[src/sv/pbil_pkg.sv]
// ----------------------------------------------------------------------------
// pbil_pkg
// Shared types and constants of the incremental learning engine.
// ----------------------------------------------------------------------------
package pbil_pkg;

    localparam logic [15:0] PROB_HALF = 16'h8000;
    localparam logic [15:0] PROB_ONE  = 16'hFFFF;

    localparam logic [1:0] REG_MUTATION   = 2'd0;
    localparam logic [1:0] REG_ADAPTATION = 2'd1;
    localparam logic [1:0] REG_SEED       = 2'd2;

    localparam logic FUNC_REQUEST = 1'b0;
    localparam logic FUNC_REPORT  = 1'b1;

    // controller to datapath
    typedef struct packed {
        logic take;         // latch request fields
        logic samp_start;   // clear sample walk
        logic samp_step;    // one gene draw
        logic report;       // record fitness, best, advance slot
        logic set_work;     // working slot = slot counter
        logic scan_start;
        logic scan_step;    // one population member compared
        logic adapt_start;
        logic adapt_step;   // one gene adapted
        logic mut_start;
        logic mut_step;     // one gene mutated
        logic out_load;     // capture result
        logic done;
    } pbil_cmd_t;

    // datapath to controller
    typedef struct packed {
        logic func;
        logic slot_zero;    // slot counter is zero
        logic walk_last;    // sample walk at last gene of last slot
        logic scan_last;
        logic gene_last;
    } pbil_sts_t;

    function automatic logic [31:0] xorshift32(input logic [31:0] x);
        logic [31:0] y;
        y = x ^ (x << 13);
        y = y ^ (y >> 17);
        y = y ^ (y << 5);
        return y;
    endfunction

endpackage

[src/sv/pbil_ctrl.sv]
// ----------------------------------------------------------------------------
// pbil_ctrl
// Sequencer: sampling walk, report, fittest search, adaptation, mutation.
// ----------------------------------------------------------------------------
module pbil_ctrl (
    input  logic                aclk,
    input  logic                aresetn,
    input  logic                in_fire,
    input  logic                out_free,
    input  pbil_pkg::pbil_sts_t sts,
    output logic                busy,
    output pbil_pkg::pbil_cmd_t cmd
);
    import pbil_pkg::*;

    localparam logic [2:0] S_IDLE   = 3'd0;
    localparam logic [2:0] S_DEC    = 3'd1;
    localparam logic [2:0] S_SAMP   = 3'd2;
    localparam logic [2:0] S_SCAN   = 3'd3;
    localparam logic [2:0] S_ADAPT  = 3'd4;
    localparam logic [2:0] S_MUT    = 3'd5;
    localparam logic [2:0] S_OUT    = 3'd6;

    logic [2:0] state_reg, state_next;
    logic       gen_reg, gen_next;

    always_ff @(posedge aclk) begin
        if (!aresetn) begin
            state_reg <= S_IDLE;
            gen_reg   <= 1'b0;
        end else begin
            state_reg <= state_next;
            gen_reg   <= gen_next;
        end
    end

    assign busy = (state_reg != S_IDLE);

    always_comb begin
        state_next = state_reg;
        gen_next   = gen_reg;
        cmd        = '0;
        case (state_reg)
            S_IDLE: begin
                if (in_fire) begin
                    cmd.take   = 1'b1;
                    state_next = S_DEC;
                end
            end
            S_DEC: begin
                gen_next = 1'b0;
                if (sts.func == FUNC_REQUEST) begin
                    if (sts.slot_zero) begin
                        cmd.samp_start = 1'b1;
                        state_next     = S_SAMP;
                    end else begin
                        cmd.set_work = 1'b1;
                        state_next   = S_OUT;
                    end
                end else begin
                    cmd.report = 1'b1;
                    // report leaves counter at zero after the last slot
                    cmd.scan_start = 1'b1;
                    state_next     = S_SCAN;
                end
            end
            S_SAMP: begin
                cmd.samp_step = 1'b1;
                if (sts.walk_last) begin
                    state_next = S_OUT;
                end
            end
            S_SCAN: begin
                if (!sts.slot_zero) begin
                    state_next = S_OUT;
                end else begin
                    cmd.scan_step = 1'b1;
                    if (sts.scan_last) begin
                        cmd.adapt_start = 1'b1;
                        state_next      = S_ADAPT;
                    end
                end
            end
            S_ADAPT: begin
                cmd.adapt_step = 1'b1;
                if (sts.gene_last) begin
                    cmd.mut_start = 1'b1;
                    state_next    = S_MUT;
                end
            end
            S_MUT: begin
                cmd.mut_step = 1'b1;
                if (sts.gene_last) begin
                    gen_next   = 1'b1;
                    state_next = S_OUT;
                end
            end
            S_OUT: begin
                if (out_free) begin
                    cmd.out_load = 1'b1;
                    cmd.done     = gen_reg;
                    state_next   = S_IDLE;
                end
            end
            default: state_next = S_IDLE;
        endcase
        if (state_reg == S_SAMP && sts.walk_last) begin
            cmd.set_work = 1'b1;
        end
    end

    assert property (@(posedge aclk) disable iff (!aresetn)
        cmd.out_load |=> !busy)
        else $error("result load did not return to idle");
    assert property (@(posedge aclk) disable iff (!aresetn)
        in_fire |-> !busy)
        else $error("item taken while busy");
    assert property (@(posedge aclk) disable iff (!aresetn)
        cmd.mut_step |-> !cmd.adapt_step && !cmd.samp_step)
        else $error("gene walks overlap");

endmodule

[src/sv/pbil_dp.sv]
// ----------------------------------------------------------------------------
// pbil_dp
// Datapath: probabilities, population memories, best tracking, generator.
// ----------------------------------------------------------------------------
module pbil_dp #(
    parameter int POP_SIZE   = 16,
    parameter int GENE_COUNT = 32
) (
    input  logic                aclk,
    input  logic                aresetn,
    input  pbil_pkg::pbil_cmd_t cmd,
    output pbil_pkg::pbil_sts_t sts,
    input  logic                in_func,
    input  logic [31:0]         in_fitness,
    input  logic                cfg_we,
    input  logic [1:0]          cfg_idx,
    input  logic [31:0]         cfg_data,
    output logic [15:0]         mut_rate,
    output logic [15:0]         adapt_rate,
    output logic [31:0]         seed,
    output logic [31:0]         o_chrom,
    output logic [3:0]          o_slot,
    output logic [31:0]         o_best_fit,
    output logic [31:0]         o_best_genes
);
    import pbil_pkg::*;

    localparam int SW = (POP_SIZE > 1) ? $clog2(POP_SIZE) : 1;
    localparam int GW = (GENE_COUNT > 1) ? $clog2(GENE_COUNT) : 1;
    localparam logic [SW-1:0] SLOT_LAST = SW'(POP_SIZE - 1);
    localparam logic [GW-1:0] GENE_LAST = GW'(GENE_COUNT - 1);

    logic [15:0]           prob_reg [GENE_COUNT];
    logic [GENE_COUNT-1:0] genes_reg [POP_SIZE];
    logic signed [31:0]    fit_reg [POP_SIZE];
    logic signed [31:0]    best_reg;
    logic [GENE_COUNT-1:0] best_genes_reg;
    logic [SW-1:0]         slot_reg, work_reg;
    logic [31:0]           rnd_reg;
    logic [15:0]           mut_reg, adapt_reg;
    logic [31:0]           seed_reg;
    logic                  func_reg;
    logic signed [31:0]    fitin_reg;
    logic [SW-1:0]         wslot_reg, walk_slot_reg;
    logic [GW-1:0]         gene_reg;
    logic [GENE_COUNT-1:0] acc_reg;
    logic [SW-1:0]         scan_reg, fittest_reg;
    logic signed [31:0]    high_reg;
    logic [GENE_COUNT-1:0] fgenes_reg;

    logic [31:0] rnd_next;
    logic [15:0] r16, p_cur;
    logic [31:0] prod;
    logic [15:0] p_adapt;
    logic [SW-1:0] slot_inc;
    logic [GENE_COUNT-1:0] gene_bit;

    assign rnd_next = xorshift32(rnd_reg);
    assign r16      = rnd_next[31:16];
    assign p_cur    = prob_reg[gene_reg];
    assign prod     = {16'd0, adapt_reg} *
                      {16'd0, (fgenes_reg[gene_reg] ? (PROB_ONE - p_cur) : p_cur)};
    assign p_adapt  = fgenes_reg[gene_reg] ? (p_cur + prod[31:16]) : (p_cur - prod[31:16]);
    assign slot_inc = (slot_reg == SLOT_LAST) ? '0 : slot_reg + 1'b1;
    assign gene_bit = {{(GENE_COUNT-1){1'b0}}, 1'b1} << gene_reg;

    always_ff @(posedge aclk) begin
        if (!aresetn) begin
            mut_reg   <= 16'd20;
            adapt_reg <= 16'd6554;
            seed_reg  <= 32'd1;
            rnd_reg   <= 32'd1;
            for (int j = 0; j < GENE_COUNT; j++) prob_reg[j] <= PROB_HALF;
            for (int i = 0; i < POP_SIZE; i++) begin
                genes_reg[i] <= '0;
                fit_reg[i]   <= '0;
            end
            best_reg       <= 32'sh80000000;
            best_genes_reg <= '0;
            slot_reg       <= '0;
            work_reg       <= '0;
        end else begin
            if (cfg_we) begin
                case (cfg_idx)
                    REG_MUTATION:   mut_reg <= cfg_data[15:0];
                    REG_ADAPTATION: adapt_reg <= cfg_data[15:0];
                    REG_SEED: begin
                        seed_reg <= cfg_data;
                        rnd_reg  <= (cfg_data == 32'd0) ? 32'd1 : cfg_data;
                    end
                    default: ;
                endcase
            end
            if (cmd.set_work) work_reg <= slot_reg;
            if (cmd.samp_start) begin
                for (int i = 0; i < POP_SIZE; i++) fit_reg[i] <= '0;
            end
            if (cmd.samp_step) begin
                rnd_reg <= rnd_next;
                if (gene_reg == GENE_LAST) begin
                    genes_reg[walk_slot_reg] <= acc_reg |
                        ((r16 <= p_cur) ? gene_bit : '0);
                end
            end
            if (cmd.report) begin
                slot_reg       <= slot_inc;
                fit_reg[work_reg] <= fitin_reg;
                if (fitin_reg > best_reg) begin
                    best_reg       <= fitin_reg;
                    best_genes_reg <= genes_reg[work_reg];
                end
            end
            if (cmd.adapt_step) prob_reg[gene_reg] <= p_adapt;
            if (cmd.mut_step) begin
                rnd_reg <= rnd_next;
                if (r16 < mut_reg) prob_reg[gene_reg] <= PROB_HALF;
            end
        end
    end

    // walk counters, no reset needed beyond the start commands
    always_ff @(posedge aclk) begin
        if (cmd.take) begin
            func_reg  <= in_func;
            fitin_reg <= in_fitness;
        end
        if (cmd.samp_start || cmd.adapt_start || cmd.mut_start) begin
            gene_reg      <= '0;
            walk_slot_reg <= '0;
            acc_reg       <= '0;
        end else if (cmd.samp_step) begin
            if (gene_reg == GENE_LAST) begin
                gene_reg      <= '0;
                walk_slot_reg <= walk_slot_reg + 1'b1;
                acc_reg       <= '0;
            end else begin
                gene_reg <= gene_reg + 1'b1;
                acc_reg  <= acc_reg | ((r16 <= p_cur) ? gene_bit : '0);
            end
        end else if (cmd.adapt_step || cmd.mut_step) begin
            gene_reg <= gene_reg + 1'b1;
        end
        if (cmd.scan_start) begin
            scan_reg    <= '0;
            fittest_reg <= '0;
            high_reg    <= '0;
        end else if (cmd.scan_step) begin
            scan_reg <= scan_reg + 1'b1;
            if (fit_reg[scan_reg] > high_reg) begin
                high_reg    <= fit_reg[scan_reg];
                fittest_reg <= scan_reg;
                if (scan_reg == SLOT_LAST) fgenes_reg <= genes_reg[scan_reg];
            end else if (scan_reg == SLOT_LAST) begin
                fgenes_reg <= genes_reg[fittest_reg];
            end
        end
        wslot_reg <= work_reg;
    end

    assign sts.func      = func_reg;
    assign sts.slot_zero = (slot_reg == '0);
    assign sts.walk_last = (walk_slot_reg == SLOT_LAST) && (gene_reg == GENE_LAST);
    assign sts.scan_last = (scan_reg == SLOT_LAST);
    assign sts.gene_last = (gene_reg == GENE_LAST);

    assign mut_rate     = mut_reg;
    assign adapt_rate   = adapt_reg;
    assign seed         = seed_reg;
    assign o_chrom      = 32'(genes_reg[work_reg]);
    assign o_slot       = 4'(work_reg);
    assign o_best_fit   = best_reg;
    assign o_best_genes = 32'(best_genes_reg);

    assert property (@(posedge aclk) disable iff (!aresetn)
        cmd.report |=> (best_reg >= $past(fitin_reg)) || ($past(fitin_reg) == 32'sh80000000))
        else $error("best fitness below report");
    assert property (@(posedge aclk) disable iff (!aresetn)
        rnd_reg != 32'd0)
        else $error("generator stuck at zero");
    assert property (@(posedge aclk) disable iff (!aresetn)
        cmd.report |=> wslot_reg == $past(work_reg))
        else $error("working slot moved on report");

endmodule

[src/sv/pbil_optimizer_engine_unit.sv]
// ----------------------------------------------------------------------------
// pbil_optimizer_engine_unit
// Population-based incremental learning engine, top level.
// ----------------------------------------------------------------------------
// Input stream s_axis: tuser = func (0 request chromosome, 1 report fitness),
// tdata = fitness. One result on m_axis for every input item.
// A request with the slot counter at zero samples the population first:
// one draw per gene per member. The report that closes a generation also
// runs the fittest search, then adaptation and mutation, one gene a cycle
// through one multiplier.
// The block takes one item at a time; s_axis_tready is low while it works.
// The result waits in the output register while m_axis_tready is low; the
// next item is accepted meanwhile and holds before its own result load.
// Reset (aresetn low, synchronous) restores all probabilities to one half,
// clears the population and best record, and reloads registers to defaults.
// APB: 0x0 mutation_rate, 0x4 adaptation_rate, 0x8 random_seed.
// ----------------------------------------------------------------------------
module pbil_optimizer_engine_unit #(
    parameter int POP_SIZE   = 16,
    parameter int GENE_COUNT = 32
) (
    input  logic         aclk,
    input  logic         aresetn,
    input  logic         s_axis_tvalid,
    output logic         s_axis_tready,
    input  logic [31:0]  s_axis_tdata,   // fitness[31:0]
    input  logic         s_axis_tuser,   // func
    output logic         m_axis_tvalid,
    input  logic         m_axis_tready,
    // chromosome[31:0], slot_index[35:32], best_fitness[67:36],
    // best_genes[99:68], generation_done[100], zero fill [103:101]
    output logic [103:0] m_axis_tdata,
    input  logic         psel,
    input  logic         penable,
    input  logic         pwrite,
    input  logic [3:0]   paddr,
    input  logic [31:0]  pwdata,
    output logic [31:0]  prdata,
    output logic         pready
);
    import pbil_pkg::*;

    pbil_cmd_t   cmd;
    pbil_sts_t   sts;
    logic        busy, in_fire, cfg_we, out_free;
    logic [15:0] mut_rate, adapt_rate;
    logic [31:0] seed, chrom, bfit, bgenes;
    logic [3:0]  slot;
    logic [103:0] out_reg;
    logic        vld_reg;

    assign pready        = 1'b1;
    assign cfg_we        = psel && penable && pwrite;
    assign s_axis_tready = !busy;
    assign in_fire       = s_axis_tvalid && s_axis_tready;
    assign out_free      = !vld_reg || m_axis_tready;

    always_comb begin
        case (paddr[3:2])
            REG_MUTATION:   prdata = {16'd0, mut_rate};
            REG_ADAPTATION: prdata = {16'd0, adapt_rate};
            REG_SEED:       prdata = seed;
            default:        prdata = 32'd0;
        endcase
    end

    pbil_ctrl u_ctrl (
        .aclk(aclk), .aresetn(aresetn), .in_fire(in_fire), .out_free(out_free),
        .sts(sts), .busy(busy), .cmd(cmd)
    );

    pbil_dp #(.POP_SIZE(POP_SIZE), .GENE_COUNT(GENE_COUNT)) u_dp (
        .aclk(aclk), .aresetn(aresetn), .cmd(cmd), .sts(sts),
        .in_func(s_axis_tuser), .in_fitness(s_axis_tdata),
        .cfg_we(cfg_we), .cfg_idx(paddr[3:2]), .cfg_data(pwdata),
        .mut_rate(mut_rate), .adapt_rate(adapt_rate), .seed(seed),
        .o_chrom(chrom), .o_slot(slot), .o_best_fit(bfit), .o_best_genes(bgenes)
    );

    always_ff @(posedge aclk) begin
        if (!aresetn) begin
            vld_reg <= 1'b0;
        end else if (cmd.out_load) begin
            vld_reg <= 1'b1;
        end else if (m_axis_tready) begin
            vld_reg <= 1'b0;
        end
    end

    always_ff @(posedge aclk) begin
        if (cmd.out_load) begin
            out_reg <= {3'd0, cmd.done, bgenes, bfit, slot, chrom};
        end
    end

    assign m_axis_tvalid = vld_reg;
    assign m_axis_tdata  = out_reg;

endmodule

[config.mk]
export PLATFORM = sky130hd
export DESIGN_NAME = pbil_optimizer_engine_unit
export DESIGN_NICKNAME = d
export VERILOG_FILES = /design/src/sv/pbil_pkg.sv /design/src/sv/pbil_ctrl.sv /design/src/sv/pbil_dp.sv /design/src/sv/pbil_optimizer_engine_unit.sv
export SDC_FILE = /design/constraint.sdc
export NUM_CORES = 2
export LEC_CHECK = 0
export BUFFER_PORTS_ARGS = -buffer_cell sky130_fd_sc_hd__buf_4
export CAP_MARGIN = 0
export CORE_UTILIZATION = 57
export CTS_BUF_LIST = sky130_fd_sc_hd__clkbuf_4
export DETAILED_ROUTE_END_ITERATION = 8
export GPL_ROUTABILITY_DRIVEN = 0
export GPL_TIMING_DRIVEN = 0
export PLACE_DENSITY = 0.73
export SYNTH_ARGS = -nofsm -noshare
export SYNTH_HDL_FRONTEND = slang
export SYNTH_HIERARCHICAL = 1
export SYNTH_SLANG_ARGS = --single-unit
[constraint.sdc]
create_clock -name aclk -period 19.37 [get_ports aclk]
set_input_delay 3.874 -clock aclk [delete_from_list [all_inputs] [get_ports aclk]]
set_output_delay 3.874 -clock aclk [all_outputs]
set_load 0.05 [all_outputs]
# Yosys cells after proc, flatten, opt, wreduce, memory -nomap -nowiden

Memory sizes are Yosys's and may differ from the RTL's. A register that Yosys moved wholly into a read port is not among the register bits.
Cells that the tools add are included.

Bits in registers: 420
Bits in writable memories: 1536
Input bits: 76
Output and inout bits: 139
Logic and storage cells: 219
Memories kept: 3

Memory list:

| name           | depth | bits a word | read ports | clocked after memory_dff | write ports | RTL line      | text |
|---|---|---|---|---|---|---|---|
| u_dp.fit_reg   | 16    | 32          | 1          | 1                        | 16          | pbil_dp.sv:35 | `logic signed [31:0] fit_reg [POP_SIZE];` |
| u_dp.genes_reg | 16    | 32          | 3          | 3                        | 16          | pbil_dp.sv:34 | `logic [GENE_COUNT-1:0] genes_reg [POP_SIZE];` |
| u_dp.prob_reg  | 32    | 16          | 1          | 1                        | 32          | pbil_dp.sv:33 | `logic [15:0] prob_reg [GENE_COUNT];` |

$add $sub $neg: 7
$mul: 1
Magnitude comparators: 5
Eq/ne operators: 18
Shift-type cells: 1
Mux-type cells: 105
Bitwise operators: 22
Reductions and logical operators: 35

Operators by type and width:

| operator                                          | count |
|---|---|
| two-way mux 32 bit                                | 28 |
| one-hot mux 32 bit (3 select lines)               | 1 |
| > comparator 32 bit                               | 2 |
| two-way mux 16 bit                                | 4 |
| OR reduction 32 bit                               | 2 |
| XOR 32 bit                                        | 2 |
| two-way mux 4 bit                                 | 11 |
| two-way mux 1 bit                                 | 37 |
| zero test 32 bit                                  | 1 |
| multiplier 16 x 16 -> 32 bit                      | 1 |
| OR 32 bit                                         | 1 |
| left shift 1 x 5 -> 32 bit (first input constant) | 1 |
| XOR 32 x 15 -> 32 bit                             | 1 |
| two-way mux 3 bit                                 | 10 |
| two-way mux 5 bit                                 | 6 |
| one-hot mux 3 bit (7 select lines)                | 1 |
| AND reduction 2 bit                               | 9 |
| OR 1 bit                                          | 17 |
| adder 16 bit                                      | 1 |
| less-or-equal comparator 16 bit                   | 1 |
| < comparator 16 bit                               | 1 |
| OR reduction 16 bit                               | 1 |
| subtractor 16 bit                                 | 1 |
| subtractor 16 bit (first input constant)          | 1 |
| 27 further kinds                                  | 53 |

# Longest topological paths before layout

Depth after elaboration: 11
Gate-level depth with buffers: 49
Depth with buffers taken out: 41

# Modules after synthesis

Netlist, hierarchy kept.

Modules (own cells, without submodules):

| module                     | times used | cells an instance | area each (um2) | seq. area each (um2) |
|---|---|---|---|---|
| pbil_dp                    | 1          | 7554              | 100362.5        | 53401.2 |
| pbil_optimizer_engine_unit | 1          | 171               | 3636.0          | 3052.9 |
| pbil_ctrl                  | 1          | 51                | 397.9           | 80.1 |

# Worst setup path after synthesis

OpenSTA, ideal clock, no wires.

Kind: register to register
Start point: register (tool-made name)
End point: memory u_dp.prob_reg[13][15], data pin
Library setup time: 0.261 ns
Arrival: 12.043 ns
Data required time: 19.109 ns
Slack: 7.065 ns
Cell stages (with the launch flop): 44
Buffers on the path: 6
Clock period less this slack: 12.305 ns
Cell sequence: dfxtp_1 -> buf_2 -> buf_1 -> buf_1 -> buf_1 -> mux4_2 -> mux4_2 -> mux2i_1 -> xnor2_1 -> clkbuf_1 -> nand2_1 -> fa_1 -> inv_1 -> fa_1 -> inv_1 -> fa_1 -> inv_1 -> fa_1 -> [... 8 more ...] -> nor4_1 -> or2_2 -> a21bo_2 -> a31oi_1 -> nor2_1 -> or4b_4 -> o31a_1 -> xor2_1 -> ha_1 -> a2111o_1 -> a31oi_1 -> nor2b_1 -> o21a_1 -> o41a_1 -> xnor3_1 -> xnor2_1 -> buf_2 -> nand2_1

RTL lines:

| item          | RTL line |
|---|---|
| end, declared | pbil_dp.sv:33 |

==> out/qor.yml <==
post_cts_buffers: 0
cts_made_buffers: 540
critPathKind: "register to register"
tightest_slew_ns: 1.53
cts_root_buffer: "clkbuf_4"
violations: "max-capacitance violations, max-slew violations"
hp-class: "register to register"
syn-mean-instance-area_um2: 13.4
cap_violations: 1
grt_max_degree: 33
drcViolationCount: 0
layout_common_cells: "edfxtp_1, mux4_2, clkbuf_4"
finalSetupTns_ns: 0
drt_iter0_drc: 12300
worstSetupStartpointType: "register"
register_area_um2: 56500
clk_pin_slew_ns: 0.06
fp.coreArea_um2: 181000
postLayoutCellArea_um2: 117000
synthArstFlopShare_pct: 0
drv_slew: 11
place.detailed.instances: 10400
via_per_inst: 6.78
std_cell_rows: 156
min_to: "m_axis_tdata[67]"
critPathMaxStageDelay_ns: 1.05
antenna_found_initial: 16
wl_um: 353000
first_pass_iters: 7
syn_inst: 7776
htreeDepth: 6
track_usage_pct: 38.0
setup_ws_ns: 2.06
nets: 9105
period_needed_ns: 17.31
cp.required_ns: 20.44
relSlewSlack_pct: -2.05
cp-end-kind: "register"
rsz0062_at_grt: "no"
tritoncts: "built"
holdCritStartpoint: "u_dp/o_best_fit[31]"
antenna_left: 0
finalHoldViolCount: 0
instances_no_fill: 11300
ff2ff_setup_slack_ns: 2.06
grt_pass1_vias: 76600
ff2ff_path_depth: 46
finClkSkew_ns: 0.144
path_common_cell: "fa_1"
drive_gt1_share_pct: 23.1
fill_cells: 13300
hold_depth: 0
crit_fanout: 10
fin_crit_sh_pct: 89.4
overflow: 0
clkLatencyLatePin_ns: 1.41
fmax_ghz: 0.0578
synth_edf_count: 1702
ys_warn_count: 6
cts.path.max_buffers: 4
cts_resized: 0
multi_input_area_um2: 44100
rr_endpoint: "u_dp/prob_reg[20][14]"
start_util_pct: 57.6
dp_slack_ns: 2.89
critPathSlowestCell: "buf_1"
die_h_um: 430
cp.arrival_ns: 18.39
layout_commonest_cell: "edfxtp_1"
dpl_cell_area_um2: 111000
grt_pass1_wl_um: 506000
netlist_area_um2: 104000
cts_sinks: 1973
synth_cell_types: 88
hpwl_um: 252000
syn_to_final_growth_pct: 12.4
die_w_um: 430
synth_flop_cell: "edfxtp_1"
dieArea_um2: 185000
avgRoutedWirePerCell_um: 31.1
setup_viol: 0
io_pins: 215
status: "finished, violations left"
vias: 76900
io_buffers: 208
ys_ff_latch: 1973
synth-seq-area-share_pct: 54.2
cts_hold_buf: 0
worst max-delay path: cells and delay by family, from the launching register on:
| kind | cells | cell delay, ns |
|---|---|---|
| AOI/OAI and AO/OA | 15 | 3.54 |
| xor gates and xnor gates | 2 | 1.20 |
| adders and majority gates | 9 | 4.07 |
| buffers and inverters | 12 | 5.10 |
| DFF | 1 | 0.36 |
| muxes | 4 | 2.18 |
| and+or+nand+nor | 4 | 0.46 |
area by class of cell:
cell class | count | share of cell area [%]
diodes | 11 | 0.0235
plain buffers | 710 | 2.37
clock buffers | 787 | 5.04
clock inverters | 111 | 0.588
inverters | 347 | 1.11
multi-input cells | 4748 | 37.6
flip-flops and latches | 1973 | 48.2
well taps | 2370 | 2.53
repair buffers | 289 | 2.54
how the worst max path moves through the flow:
stage                        startpoint                    end  cells after the start
after floorplan                register  u_dp/prob_reg[13][15]                     43
after global placement    m_axis_tready      m_axis_tdata[100]                      4
after detailed placement       register  u_dp/prob_reg[20][14]                     46
after CTS                      register  u_dp/prob_reg[18][14]                     46
after global routing           register  u_dp/prob_reg[12][14]                     46
final                          register  u_dp/prob_reg[20][14]                     46
metal layers:
layer  GRT usage, %  part of all wire [%]  vias up
met5          0.286                 0.046        -
met4           26.7                   8.2       16
met3           12.6                    15     1447
met2           56.2                    44     6774
met1           47.4                    33    37800
li1               -                     -    30900
stage by stage:
step	hold slack, ns	util, %
3_3_place_gp	0.413	60.1
3_5_place_dp	0.416	61.0
2_1_floorplan	0.408	-
4_1_cts	0.403	64.7
6_report	0.398	64.7
5_1_grt	0.425	64.7
Yosys cell counts, types with 45 or more instances:
| library cell | count | share of area [%] |
|---|---|---|
| edfxtp_1 | 1702 | 49 |
| mux4_2 | 798 | 17 |
| nor2_1 | 671 | 2.4 |
| and2_1 | 597 | 3.6 |
| nor3_1 | 581 | 2.8 |
| clkbuf_1 | 571 | 2.1 |
| nand2_1 | 421 | 1.5 |
| inv_1 | 345 | 1.2 |
| dfxtp_1 | 271 | 5.2 |
| a21oi_1 | 229 | 1.1 |
| ha_1 | 226 | 2.7 |
| o21ai_0 | 198 | 0.95 |
| fa_1 | 194 | 3.7 |
| nand3_1 | 138 | 0.66 |
| buf_1 | 112 | 0.40 |
| nor2b_1 | 73 | 0.44 |
| xnor2_1 | 71 | 0.60 |
| mux2i_1 | 58 | 0.56 |
| a21o_1 | 45 | 0.32 |
cell families after synthesis:
kind of cell | Yosys count | share of synthesized area, %
AOI/OAI and AO/OA | 672 | 3.88
xor gates and xnor gates | 112 | 0.960
adders and majority gates | 420 | 6.43
buffers and inverters | 1057 | 3.90
DFF | 1973 | 54.2
muxes | 889 | 18.1
other | 2 | 0.00719
and+or+nand+nor | 2651 | 12.5
Power is not shown: default switching activity piles up to over one toggle a cycle in this logic, so the estimate is an artifact.
